### config.mk
export PLATFORM = sky130hd
export DESIGN_NAME = arp_cache_with_aging
export DESIGN_NICKNAME = d
export VERILOG_FILES = /design/src/rtl/core/arpc_pkg.sv /design/src/rtl/core/arpc_ram.sv /design/src/rtl/core/arpc_engine.sv /design/src/rtl/core/arp_cache_with_aging.sv
export SDC_FILE = /design/constraint.sdc
export NUM_CORES = 2
export LEC_CHECK = 0
export ABC_AREA = 1
export BUFFER_PORTS_ARGS = -buffer_cell sky130_fd_sc_hd__buf_4
export CELL_PAD_IN_SITES_DETAIL_PLACEMENT = 0
export CELL_PAD_IN_SITES_GLOBAL_PLACEMENT = 1
export CORE_AREA = 2 2 397 399
export DETAILED_ROUTE_END_ITERATION = 16
export DIE_AREA = 0 0 399 401
export PLACE_DENSITY = 0.92
export SLEW_MARGIN = 15
export SYNTH_ARGS = -nofsm -noshare
export SYNTH_HDL_FRONTEND = slang
export SYNTH_SLANG_ARGS = --single-unit
### constraint.sdc
create_clock -name clk_i -period 20.6 [get_ports clk_i]
set_input_delay 4.12 -clock clk_i [delete_from_list [all_inputs] [get_ports clk_i]]
set_output_delay 4.12 -clock clk_i [all_outputs]
set_load 0.01 [all_outputs]
### src/rtl/core/arpc_pkg.sv
// Package for the ARP cache: sizes, codes and transaction types.
package arpc_pkg;

  localparam int unsigned ENTRIES = 16;
  localparam int unsigned IDX_W   = $clog2(ENTRIES);
  localparam int unsigned IP_W    = 32;
  localparam int unsigned MAC_W   = 48;
  localparam int unsigned TICK_W  = 32;
  localparam int unsigned AGE_W   = 16;
  localparam int unsigned CNT_W   = 5;
  localparam int unsigned KIND_W  = 3;
  localparam int unsigned STS_W   = 2;

  localparam logic [CNT_W-1:0] CNT_MAX    = '1;
  localparam logic [IDX_W-1:0] IDX_LAST   = IDX_W'(ENTRIES - 1);
  localparam logic [AGE_W-1:0] AGE_RESET  = AGE_W'(60);

  typedef enum logic [KIND_W-1:0] {
    KIND_LOOKUP  = 3'd0,
    KIND_INSERT  = 3'd1,
    KIND_REFRESH = 3'd2,
    KIND_TICK    = 3'd3,
    KIND_SWEEP   = 3'd4
  } kind_e;

  typedef enum logic [STS_W-1:0] {
    STS_OK   = 2'd0,
    STS_MISS = 2'd1,
    STS_FULL = 2'd2
  } status_e;

  typedef enum logic [1:0] {
    S_IDLE,
    S_SCAN,
    S_LAST,
    S_FINISH
  } state_e;

  typedef struct packed {
    logic [KIND_W-1:0] kind;
    logic [IP_W-1:0]   ip_addr;
    logic [MAC_W-1:0]  mac_addr;
  } in_t;

  typedef struct packed {
    logic [STS_W-1:0] status;
    logic [MAC_W-1:0] found_mac;
    logic [CNT_W-1:0] removed;
  } out_t;

  typedef struct packed {
    logic [IP_W-1:0]   ip;
    logic [MAC_W-1:0]  mac;
    logic [TICK_W-1:0] stamp;
  } entry_t;

  typedef struct packed {
    logic idle;
    logic done;
  } eng_stat_t;

endpackage

### src/rtl/core/arpc_ram.sv
// Single-port-write, registered-read RAM for the cache entries.
module arpc_ram #(
  parameter int unsigned DEPTH = 16,
  parameter int unsigned WIDTH = 8
) (
  input  logic                     clk_i,
  input  logic                     rd_en_i,
  input  logic [$clog2(DEPTH)-1:0] rd_addr_i,
  output logic [WIDTH-1:0]         rd_data_o,
  input  logic                     wr_en_i,
  input  logic [$clog2(DEPTH)-1:0] wr_addr_i,
  input  logic [WIDTH-1:0]         wr_data_i
);

  logic [WIDTH-1:0] mem_q [DEPTH];
  logic [WIDTH-1:0] rd_data_q;

  always_ff @(posedge clk_i) begin
    if (wr_en_i) begin
      mem_q[wr_addr_i] <= wr_data_i;
    end
    if (rd_en_i) begin
      rd_data_q <= mem_q[rd_addr_i];
    end
  end

  assign rd_data_o = rd_data_q;

endmodule

### src/rtl/core/arpc_engine.sv
// Scan engine: walks the entry RAM once per lookup, insert, refresh or sweep, keeps valid bits and tick count.
module arpc_engine (
  input  logic                           clk_i,
  input  logic                           rst_ni,
  input  logic                           start_i,
  input  arpc_pkg::in_t                  cmd_i,
  input  logic [arpc_pkg::AGE_W-1:0]     age_limit_i,
  input  logic                           out_free_i,
  output arpc_pkg::eng_stat_t            stat_o,
  output arpc_pkg::out_t                 res_o
);

  arpc_pkg::state_e                   state_q, state_d;
  arpc_pkg::in_t                      cmd_q, cmd_d;
  logic [arpc_pkg::ENTRIES-1:0]       valid_q, valid_d;
  logic [arpc_pkg::TICK_W-1:0]        now_q, now_d;
  logic [arpc_pkg::IDX_W-1:0]         idx_q, idx_d;
  logic                               chk_vld_q, chk_vld_d;
  logic [arpc_pkg::IDX_W-1:0]         chk_idx_q, chk_idx_d;
  logic                               hit_q, hit_d;
  logic [arpc_pkg::IDX_W-1:0]         hit_idx_q, hit_idx_d;
  logic                               free_q, free_d;
  logic [arpc_pkg::IDX_W-1:0]         free_idx_q, free_idx_d;
  logic [arpc_pkg::MAC_W-1:0]         mac_q, mac_d;
  logic [arpc_pkg::CNT_W-1:0]         removed_q, removed_d;

  logic                               rd_en;
  arpc_pkg::entry_t                   rd_data;
  logic                               wr_en;
  logic [arpc_pkg::IDX_W-1:0]         wr_addr;
  arpc_pkg::entry_t                   wr_data;
  logic [arpc_pkg::TICK_W-1:0]        age;
  logic                               ent_vld;
  logic                               is_scan_kind;

  arpc_ram #(
    .DEPTH (arpc_pkg::ENTRIES),
    .WIDTH ($bits(arpc_pkg::entry_t))
  ) u_ram (
    .clk_i     (clk_i),
    .rd_en_i   (rd_en),
    .rd_addr_i (idx_q),
    .rd_data_o (rd_data),
    .wr_en_i   (wr_en),
    .wr_addr_i (wr_addr),
    .wr_data_i (wr_data)
  );

  assign age     = now_q - rd_data.stamp;
  assign ent_vld = valid_q[chk_idx_q];

  always_comb begin
    unique case (cmd_i.kind) inside
      arpc_pkg::KIND_LOOKUP,
      arpc_pkg::KIND_INSERT,
      arpc_pkg::KIND_REFRESH,
      arpc_pkg::KIND_SWEEP:   is_scan_kind = 1'b1;
      default:                is_scan_kind = 1'b0;
    endcase
  end

  always_comb begin
    state_d    = state_q;
    cmd_d      = cmd_q;
    valid_d    = valid_q;
    now_d      = now_q;
    idx_d      = idx_q;
    chk_vld_d  = 1'b0;
    chk_idx_d  = idx_q;
    hit_d      = hit_q;
    hit_idx_d  = hit_idx_q;
    free_d     = free_q;
    free_idx_d = free_idx_q;
    mac_d      = mac_q;
    removed_d  = removed_q;
    rd_en      = 1'b0;
    wr_en      = 1'b0;
    wr_addr    = hit_idx_q;
    wr_data    = '{ip: cmd_q.ip_addr, mac: cmd_q.mac_addr, stamp: now_q};
    stat_o     = '{idle: 1'b0, done: 1'b0};
    res_o      = '{status: arpc_pkg::STS_OK, found_mac: '0, removed: '0};

    // check stage: data of chk_idx_q is on the RAM output
    if (chk_vld_q) begin
      if (ent_vld && rd_data.ip == cmd_q.ip_addr && !hit_q) begin
        hit_d     = 1'b1;
        hit_idx_d = chk_idx_q;
        mac_d     = rd_data.mac;
      end
      if (!ent_vld && !free_q) begin
        free_d     = 1'b1;
        free_idx_d = chk_idx_q;
      end
      if (cmd_q.kind == arpc_pkg::KIND_SWEEP && ent_vld &&
          age > {{(arpc_pkg::TICK_W-arpc_pkg::AGE_W){1'b0}}, age_limit_i}) begin
        valid_d[chk_idx_q] = 1'b0;
        if (removed_q != arpc_pkg::CNT_MAX) begin
          removed_d = removed_q + 1'b1;
        end
      end
    end

    unique case (state_q)
      arpc_pkg::S_IDLE: begin
        stat_o.idle = 1'b1;
        if (start_i) begin
          cmd_d     = cmd_i;
          idx_d     = '0;
          hit_d     = 1'b0;
          free_d    = 1'b0;
          removed_d = '0;
          state_d   = is_scan_kind ? arpc_pkg::S_SCAN : arpc_pkg::S_FINISH;
        end
      end
      arpc_pkg::S_SCAN: begin
        rd_en     = 1'b1;
        chk_vld_d = 1'b1;
        chk_idx_d = idx_q;
        idx_d     = idx_q + 1'b1;
        if (idx_q == arpc_pkg::IDX_LAST) begin
          state_d = arpc_pkg::S_LAST;
        end
      end
      arpc_pkg::S_LAST: begin
        state_d = arpc_pkg::S_FINISH;
      end
      arpc_pkg::S_FINISH: begin
        if (out_free_i) begin
          stat_o.done = 1'b1;
          state_d     = arpc_pkg::S_IDLE;
          unique case (cmd_q.kind)
            arpc_pkg::KIND_LOOKUP: begin
              if (hit_q) begin
                res_o.found_mac = mac_q;
              end else begin
                res_o.status = arpc_pkg::STS_MISS;
              end
            end
            arpc_pkg::KIND_INSERT: begin
              if (hit_q || free_q) begin
                wr_en            = 1'b1;
                wr_addr          = hit_q ? hit_idx_q : free_idx_q;
                valid_d[wr_addr] = 1'b1;
              end else begin
                res_o.status = arpc_pkg::STS_FULL;
              end
            end
            arpc_pkg::KIND_REFRESH: begin
              if (hit_q) begin
                wr_en       = 1'b1;
                wr_data.mac = mac_q;
              end else begin
                res_o.status = arpc_pkg::STS_MISS;
              end
            end
            arpc_pkg::KIND_TICK: begin
              now_d = now_q + 1'b1;
            end
            arpc_pkg::KIND_SWEEP: begin
              res_o.removed = removed_q;
            end
            default: begin
            end
          endcase
        end
      end
      default: begin
        state_d = arpc_pkg::S_IDLE;
      end
    endcase
  end

  always_ff @(posedge clk_i or negedge rst_ni) begin
    if (!rst_ni) begin
      state_q   <= arpc_pkg::S_IDLE;
      valid_q   <= '0;
      now_q     <= '0;
      chk_vld_q <= 1'b0;
    end else begin
      state_q   <= state_d;
      valid_q   <= valid_d;
      now_q     <= now_d;
      chk_vld_q <= chk_vld_d;
    end
  end

  always_ff @(posedge clk_i) begin
    cmd_q      <= cmd_d;
    idx_q      <= idx_d;
    chk_idx_q  <= chk_idx_d;
    hit_q      <= hit_d;
    hit_idx_q  <= hit_idx_d;
    free_q     <= free_d;
    free_idx_q <= free_idx_d;
    mac_q      <= mac_d;
    removed_q  <= removed_d;
  end

endmodule

### src/rtl/core/arp_cache_with_aging.sv
// ARP cache with aging: top level with handshakes, age limit register and result register.
//
//  channel | direction | handshake                 | payload
//  in      | input     | in_valid_i / in_ready_o   | in_data_i   (arpc_pkg::in_t)
//  out     | output    | out_valid_o / out_ready_i | out_data_o  (arpc_pkg::out_t)
//  cfg     | input     | cfg_we_i                  | cfg_wdata_i (age limit)
//
// Lookup, insert, refresh and sweep scan the entry RAM one entry a cycle through its
// single read port, then pass through S_LAST to S_FINISH, where the result is registered.
// Tick and unused kinds go from idle straight to S_FINISH, where the result is registered.
// One transaction is in work at a time.
// Reset clears all valid bits and the tick count at once; no clearing pass.
// A full result register holds the engine in its final state until it is taken.
module arp_cache_with_aging (
  input  logic                       clk_i,
  input  logic                       rst_ni,
  input  logic                       in_valid_i,
  output logic                       in_ready_o,
  input  arpc_pkg::in_t              in_data_i,
  output logic                       out_valid_o,
  input  logic                       out_ready_i,
  output arpc_pkg::out_t             out_data_o,
  input  logic                       cfg_we_i,
  input  logic [arpc_pkg::AGE_W-1:0] cfg_wdata_i
);

  logic [arpc_pkg::AGE_W-1:0] age_limit_q;
  logic                       out_valid_q, out_valid_d;
  arpc_pkg::out_t             out_data_q;
  arpc_pkg::eng_stat_t        stat;
  arpc_pkg::out_t             res;
  logic                       start;
  logic                       out_free;

  assign in_ready_o = stat.idle;
  assign start      = in_valid_i && stat.idle;
  assign out_free   = !out_valid_q || out_ready_i;

  arpc_engine u_engine (
    .clk_i       (clk_i),
    .rst_ni      (rst_ni),
    .start_i     (start),
    .cmd_i       (in_data_i),
    .age_limit_i (age_limit_q),
    .out_free_i  (out_free),
    .stat_o      (stat),
    .res_o       (res)
  );

  always_comb begin
    out_valid_d = out_valid_q;
    if (stat.done) begin
      out_valid_d = 1'b1;
    end else if (out_ready_i) begin
      out_valid_d = 1'b0;
    end
  end

  always_ff @(posedge clk_i or negedge rst_ni) begin
    if (!rst_ni) begin
      out_valid_q <= 1'b0;
      age_limit_q <= arpc_pkg::AGE_RESET;
    end else begin
      out_valid_q <= out_valid_d;
      if (cfg_we_i) begin
        age_limit_q <= cfg_wdata_i;
      end
    end
  end

  always_ff @(posedge clk_i) begin
    if (stat.done) begin
      out_data_q <= res;
    end
  end

  assign out_valid_o = out_valid_q;
  assign out_data_o  = out_data_q;

  a_done_needs_room: assert property (@(posedge clk_i) disable iff (!rst_ni)
    stat.done |-> (!out_valid_q || out_ready_i))
    else $error("result posted while result register still held");

  a_done_loads_out: assert property (@(posedge clk_i) disable iff (!rst_ni)
    stat.done |=> out_valid_o)
    else $error("finished transaction not presented");

  a_busy_after_accept: assert property (@(posedge clk_i) disable iff (!rst_ni)
    (in_valid_i && in_ready_o) |=> !in_ready_o)
    else $error("engine idle right after accepting a transaction");

endmodule

==> results.toml <==
[status]
run_status = "finished with violations"
violations = "slew limit"

[synthesis]
synth-edff-count = 2102
synth_ff_type = "edfxtp_1"
ys_seq_area_frac = 0.752
ys_warn_count = 0
synthArstFlopShare = 0.0312
synth_seq_cells = 2181
syn_avg_cell_area_um2 = 13.6
synthCells = 6359
syn_nets = 6518
synth_cell_types = 53
syn_area_mm2 = 0.0865

[floorplanning]
start_util = 0.556
dieHeight_um = 401
core_area_mm2 = 0.156
rows = 145
die_w_um = 399
die_area_mm2 = 0.160
io-pin-count = 161

[critical_path]
crit_path_end = "u_engine.u_ram.mem_q[9][89]"
cp_slowest_cell = "buf_4"
r2r-end = "u_engine.u_ram.mem_q[9][89]"
path_class = "in2reg"
r2r_cells = 9
slowest_delay_ns = 0.94
critPathLaunchType = "primary input"
ff2ff_setup_slack_ns = 15.33
cp.arrival_ns = 8.61
path_cells = "buf_4 > inv_1 > nand2_1 > nand2_2 > nor2_1 > nand3_4 > nand2_1 > nand3_1 > nor2_4 > buf_4 > buf_4"
worst_path_most_repeated_cell = "buf_4"
crit_family = "simple AND/OR/NAND/NOR gates"
cp.depth = 11
end_kind = "register"
cp-startpoint = "out_ready_i"
path_max_fanout = 62
cp_num_buf_inv = 4
r2r-start = "u_engine.state_q[0]"
cp_data_required_time_ns = 21.02

[pwr]
p_seq_frac = 0.444
p_int_mw = 8.33
p_comb_frac = 0.242
p_clk_frac = 0.314
p_switching_mw = 3.83
p_per_area_mw_per_mm2 = 126
p_sw_frac = 0.315
p_total_mw = 12.2
p_leak_nw = 34.2
peakVddDrop_mv = 0.132

[route]
ant_nets = 0
postRouteWirelength_mm = 209
drt_iter0_markers = 7435
post_drt_via_cell_ratio = 6.17
vias = 53800
drc_errors = 0
wl_per_cell_um = 24.0
dr.pass1.iters = 6

[timing]
slew_headroom = -0.0494
slew_viol_final = 60
fmax_mhz = 122
finalSetupViolations = 0
finalCritPeriodShare = 0.397
fin_crit_ns = 8.18
rsz0062_at_grt = "no"
worst_pin_slew_ns = 1.57
tns_ns = 0
finalHoldViolCount = 0
skew_ns = 0.0677

[global_routing]
antenna_found_initial = 2
grt_pass1_wl_mm = 312
grt_pass1_vias = 51900
grt_max_degree = 247
grtUsageTotal = 0.256
grt_overflow = 0

[placement]
hpwlAfterDp_mm = 108
routabilityCongestion = 0.855
port_buffers = 160

[finish]
fin_nets = 6636
seqCellArea_mm2 = 0.0650
nFillCells = 11000
syn2layout_area_growth_pct = 12.0
drive_gt1_frac = 0.0952
multiInputGateArea_mm2 = 0.0190

[hold_path]
min_path_cells = 0
min_path_type = "reg2reg"

[clock_network]
clockBufferDepth = 3
cts_hold_buf = 0
insertion_delay_ns = 0.84
root_buffer = "clkbuf_16"
post_cts_resize_count = 0
cts_tree = "done"
cts_buffers = 206
cts.sinks = 2181
cts.reportedPaths.clkPinSlew_ns = 0.06
htree_levels = 4
postCtsSetupBuffers = 0

[job]
cap_violations = 0
[metal layers]
| layer | global-route usage | up-vias | wire length [um] |
|---|---|---|---|
| met5 | 0 | - | 9 |
| met4 | 0.0849 | 2 | 6250 |
| met2 | 0.409 | 3114 | 100000 |
| li1 | - | 23700 | - |
| met1 | 0.363 | 26600 | 82900 |
| met3 | 0.0401 | 387 | 19500 |
[sequential cells by signal, indices dropped and copies added (netlist names)]
name and flops:
u_engine.free_q 1, u_engine.u_ram.rd_data_o 112, u_engine.mac_q 48, u_engine.cmd_q 83, u_engine.hit_q 1, u_engine.chk_vld_q 1
u_engine.u_ram.mem_q 1792, u_engine.state_q 2, age_limit_q 16, u_engine.now_q 32, out_valid_o 1, u_engine.chk_idx_d 4
u_engine.hit_idx_q 4, u_engine.free_idx_q 4, out_data_o 55, u_engine.removed_q 5, u_engine.valid_q 16, u_engine.chk_idx_q 4
[worst reg2reg max path: stages, from the launching register on]
cell,delay [ns]
dfrtp_1,0.42
ha_1,0.23
nand2_2,0.10
nor2_1,0.26
nand3_4,0.67
nand2_1,0.41
nand3_1,0.39
nor2_4,0.80
buf_4,0.60
buf_4,0.97
[worst min path at each step]
stage / slack (ns) / to / start
detailed placement: 0.40 / u_engine.mac_q[26] / u_engine.u_ram.rd_data_o[58]
finish: 0.42 / u_engine.mac_q[6] / u_engine.u_ram.rd_data_o[38]
floorplan: 0.37 / u_engine.chk_idx_q[2] / u_engine.chk_idx_d[2]
global placement: 0.40 / u_engine.mac_q[19] / u_engine.u_ram.rd_data_o[51]
CTS: 0.42 / u_engine.mac_q[30] / u_engine.u_ram.rd_data_o[62]
global route: 0.42 / u_engine.mac_q[19] / u_engine.u_ram.rd_data_o[51]
[final cells by class]
cell class | count | share of cell area
inverter | 312 | 0.0123
clock inverter | 129 | 0.0145
tap | 2058 | 0.0266
multi-input combinational | 3504 | 0.197
sequential | 2181 | 0.671
clock buffer | 260 | 0.0563
timing repair buffer | 272 | 0.0224
antenna | 1 | 0.0000258
[cell families after synthesis]
family,count (synthesis),share of synthesized area
buffers and inverters,674,0.0298
adder cells (fa/ha/maj),56,0.00816
AND/OR/NAND/NOR,2110,0.0984
multiplexers,189,0.0219
flip-flops,2181,0.752
AO/OA/AOI/OAI,1098,0.0847
XOR/XNOR,51,0.00516
[cells in the mapped netlist, types with 2 or more instances]
| cell type | instances | area (um2) |
|---|---|---|
| edfxtp_1 | 2102 | 63100 |
| nor2_1 | 1124 | 4220 |
| nand2_1 | 636 | 2390 |
| o21ai_0 | 552 | 2760 |
| inv_1 | 307 | 1150 |
| clkbuf_1 | 300 | 1130 |
| nand3_1 | 269 | 1350 |
| o32ai_1 | 261 | 2290 |
| mux2i_1 | 188 | 1880 |
| o221ai_1 | 187 | 1640 |
| dfrtp_1 | 64 | 1600 |
| ha_1 | 54 | 676 |
| xor2_1 | 41 | 359 |
| a21oi_1 | 38 | 190 |
| o211ai_1 | 37 | 278 |
| buf_1 | 35 | 131 |
| buf_2 | 25 | 125 |
| nand4_1 | 18 | 113 |
| nor2_2 | 14 | 87.6 |
| dfxtp_1 | 11 | 220 |
| nand2_2 | 10 | 62.6 |
| nor3_1 | 10 | 50.1 |
| xnor2_1 | 10 | 87.6 |
| nor4_1 | 6 | 37.5 |
| o22ai_1 | 6 | 37.5 |
| a22oi_1 | 5 | 37.5 |
| and2_1 | 5 | 31.3 |
| inv_2 | 5 | 18.8 |
| dfstp_2 | 4 | 105 |
| nand3b_1 | 4 | 30.0 |
| a211oi_1 | 3 | 22.5 |
| a221oi_1 | 3 | 26.3 |
| nand3_2 | 3 | 30.0 |
| and2_4 | 2 | 17.5 |
| nor3b_1 | 2 | 15.0 |
[layout by cell type (no fill, tap or decap), types with 5 or more instances in the layout]
cell type / count
inv_1: 304
o221ai_1: 187
mux2i_1: 188
ha_1: 53
and2_1: 5
o32ai_1: 261
dfxtp_1: 11
buf_4: 262
o22ai_1: 6
clkinvlp_4: 7
xnor2_1: 10
clkinv_1: 47
a21oi_1: 38
a22oi_1: 5
bufinv_16: 25
nor4_1: 6
dfrtp_1: 64
xor2_1: 41
o211ai_1: 37
nand2_1: 636
clkinv_2: 38
clkbuf_1: 49
nand3_1: 267
nor2_4: 18
nor2_1: 1106
nand2_2: 10
nor3_1: 10
buf_12: 10
clkbuf_16: 210
inv_6: 5
edfxtp_1: 2102
o21ai_1: 17
nor2_2: 14
nand4_1: 18
o21ai_0: 535
[power groups by stage]
stage,sequential [mW],combinational [mW],clock [mW]
after floorplan,5.45,1.97,0
after global routing,5.41,3.21,4.02
after detailed placement,5.48,2.88,0
after CTS,5.40,2.91,3.85
final,5.40,2.95,3.82
after global placement,5.48,2.79,0
[stage by stage]
step	instance area [um2]	worst slack, ns	hold slack [ns]	cells	util
2_1_floorplan	86500	9.61	0.369	6359	-
3_3_place_gp	90000	11.76	0.401	8325	0.578
3_5_place_dp	90000	11.66	0.405	8326	0.578
4_1_cts	96900	12.51	0.419	8715	0.622
5_1_grt	96900	12.19	0.421	8716	0.622
6_report	96900	12.42	0.419	8717	0.622
(Power assumes the default switching activity.)
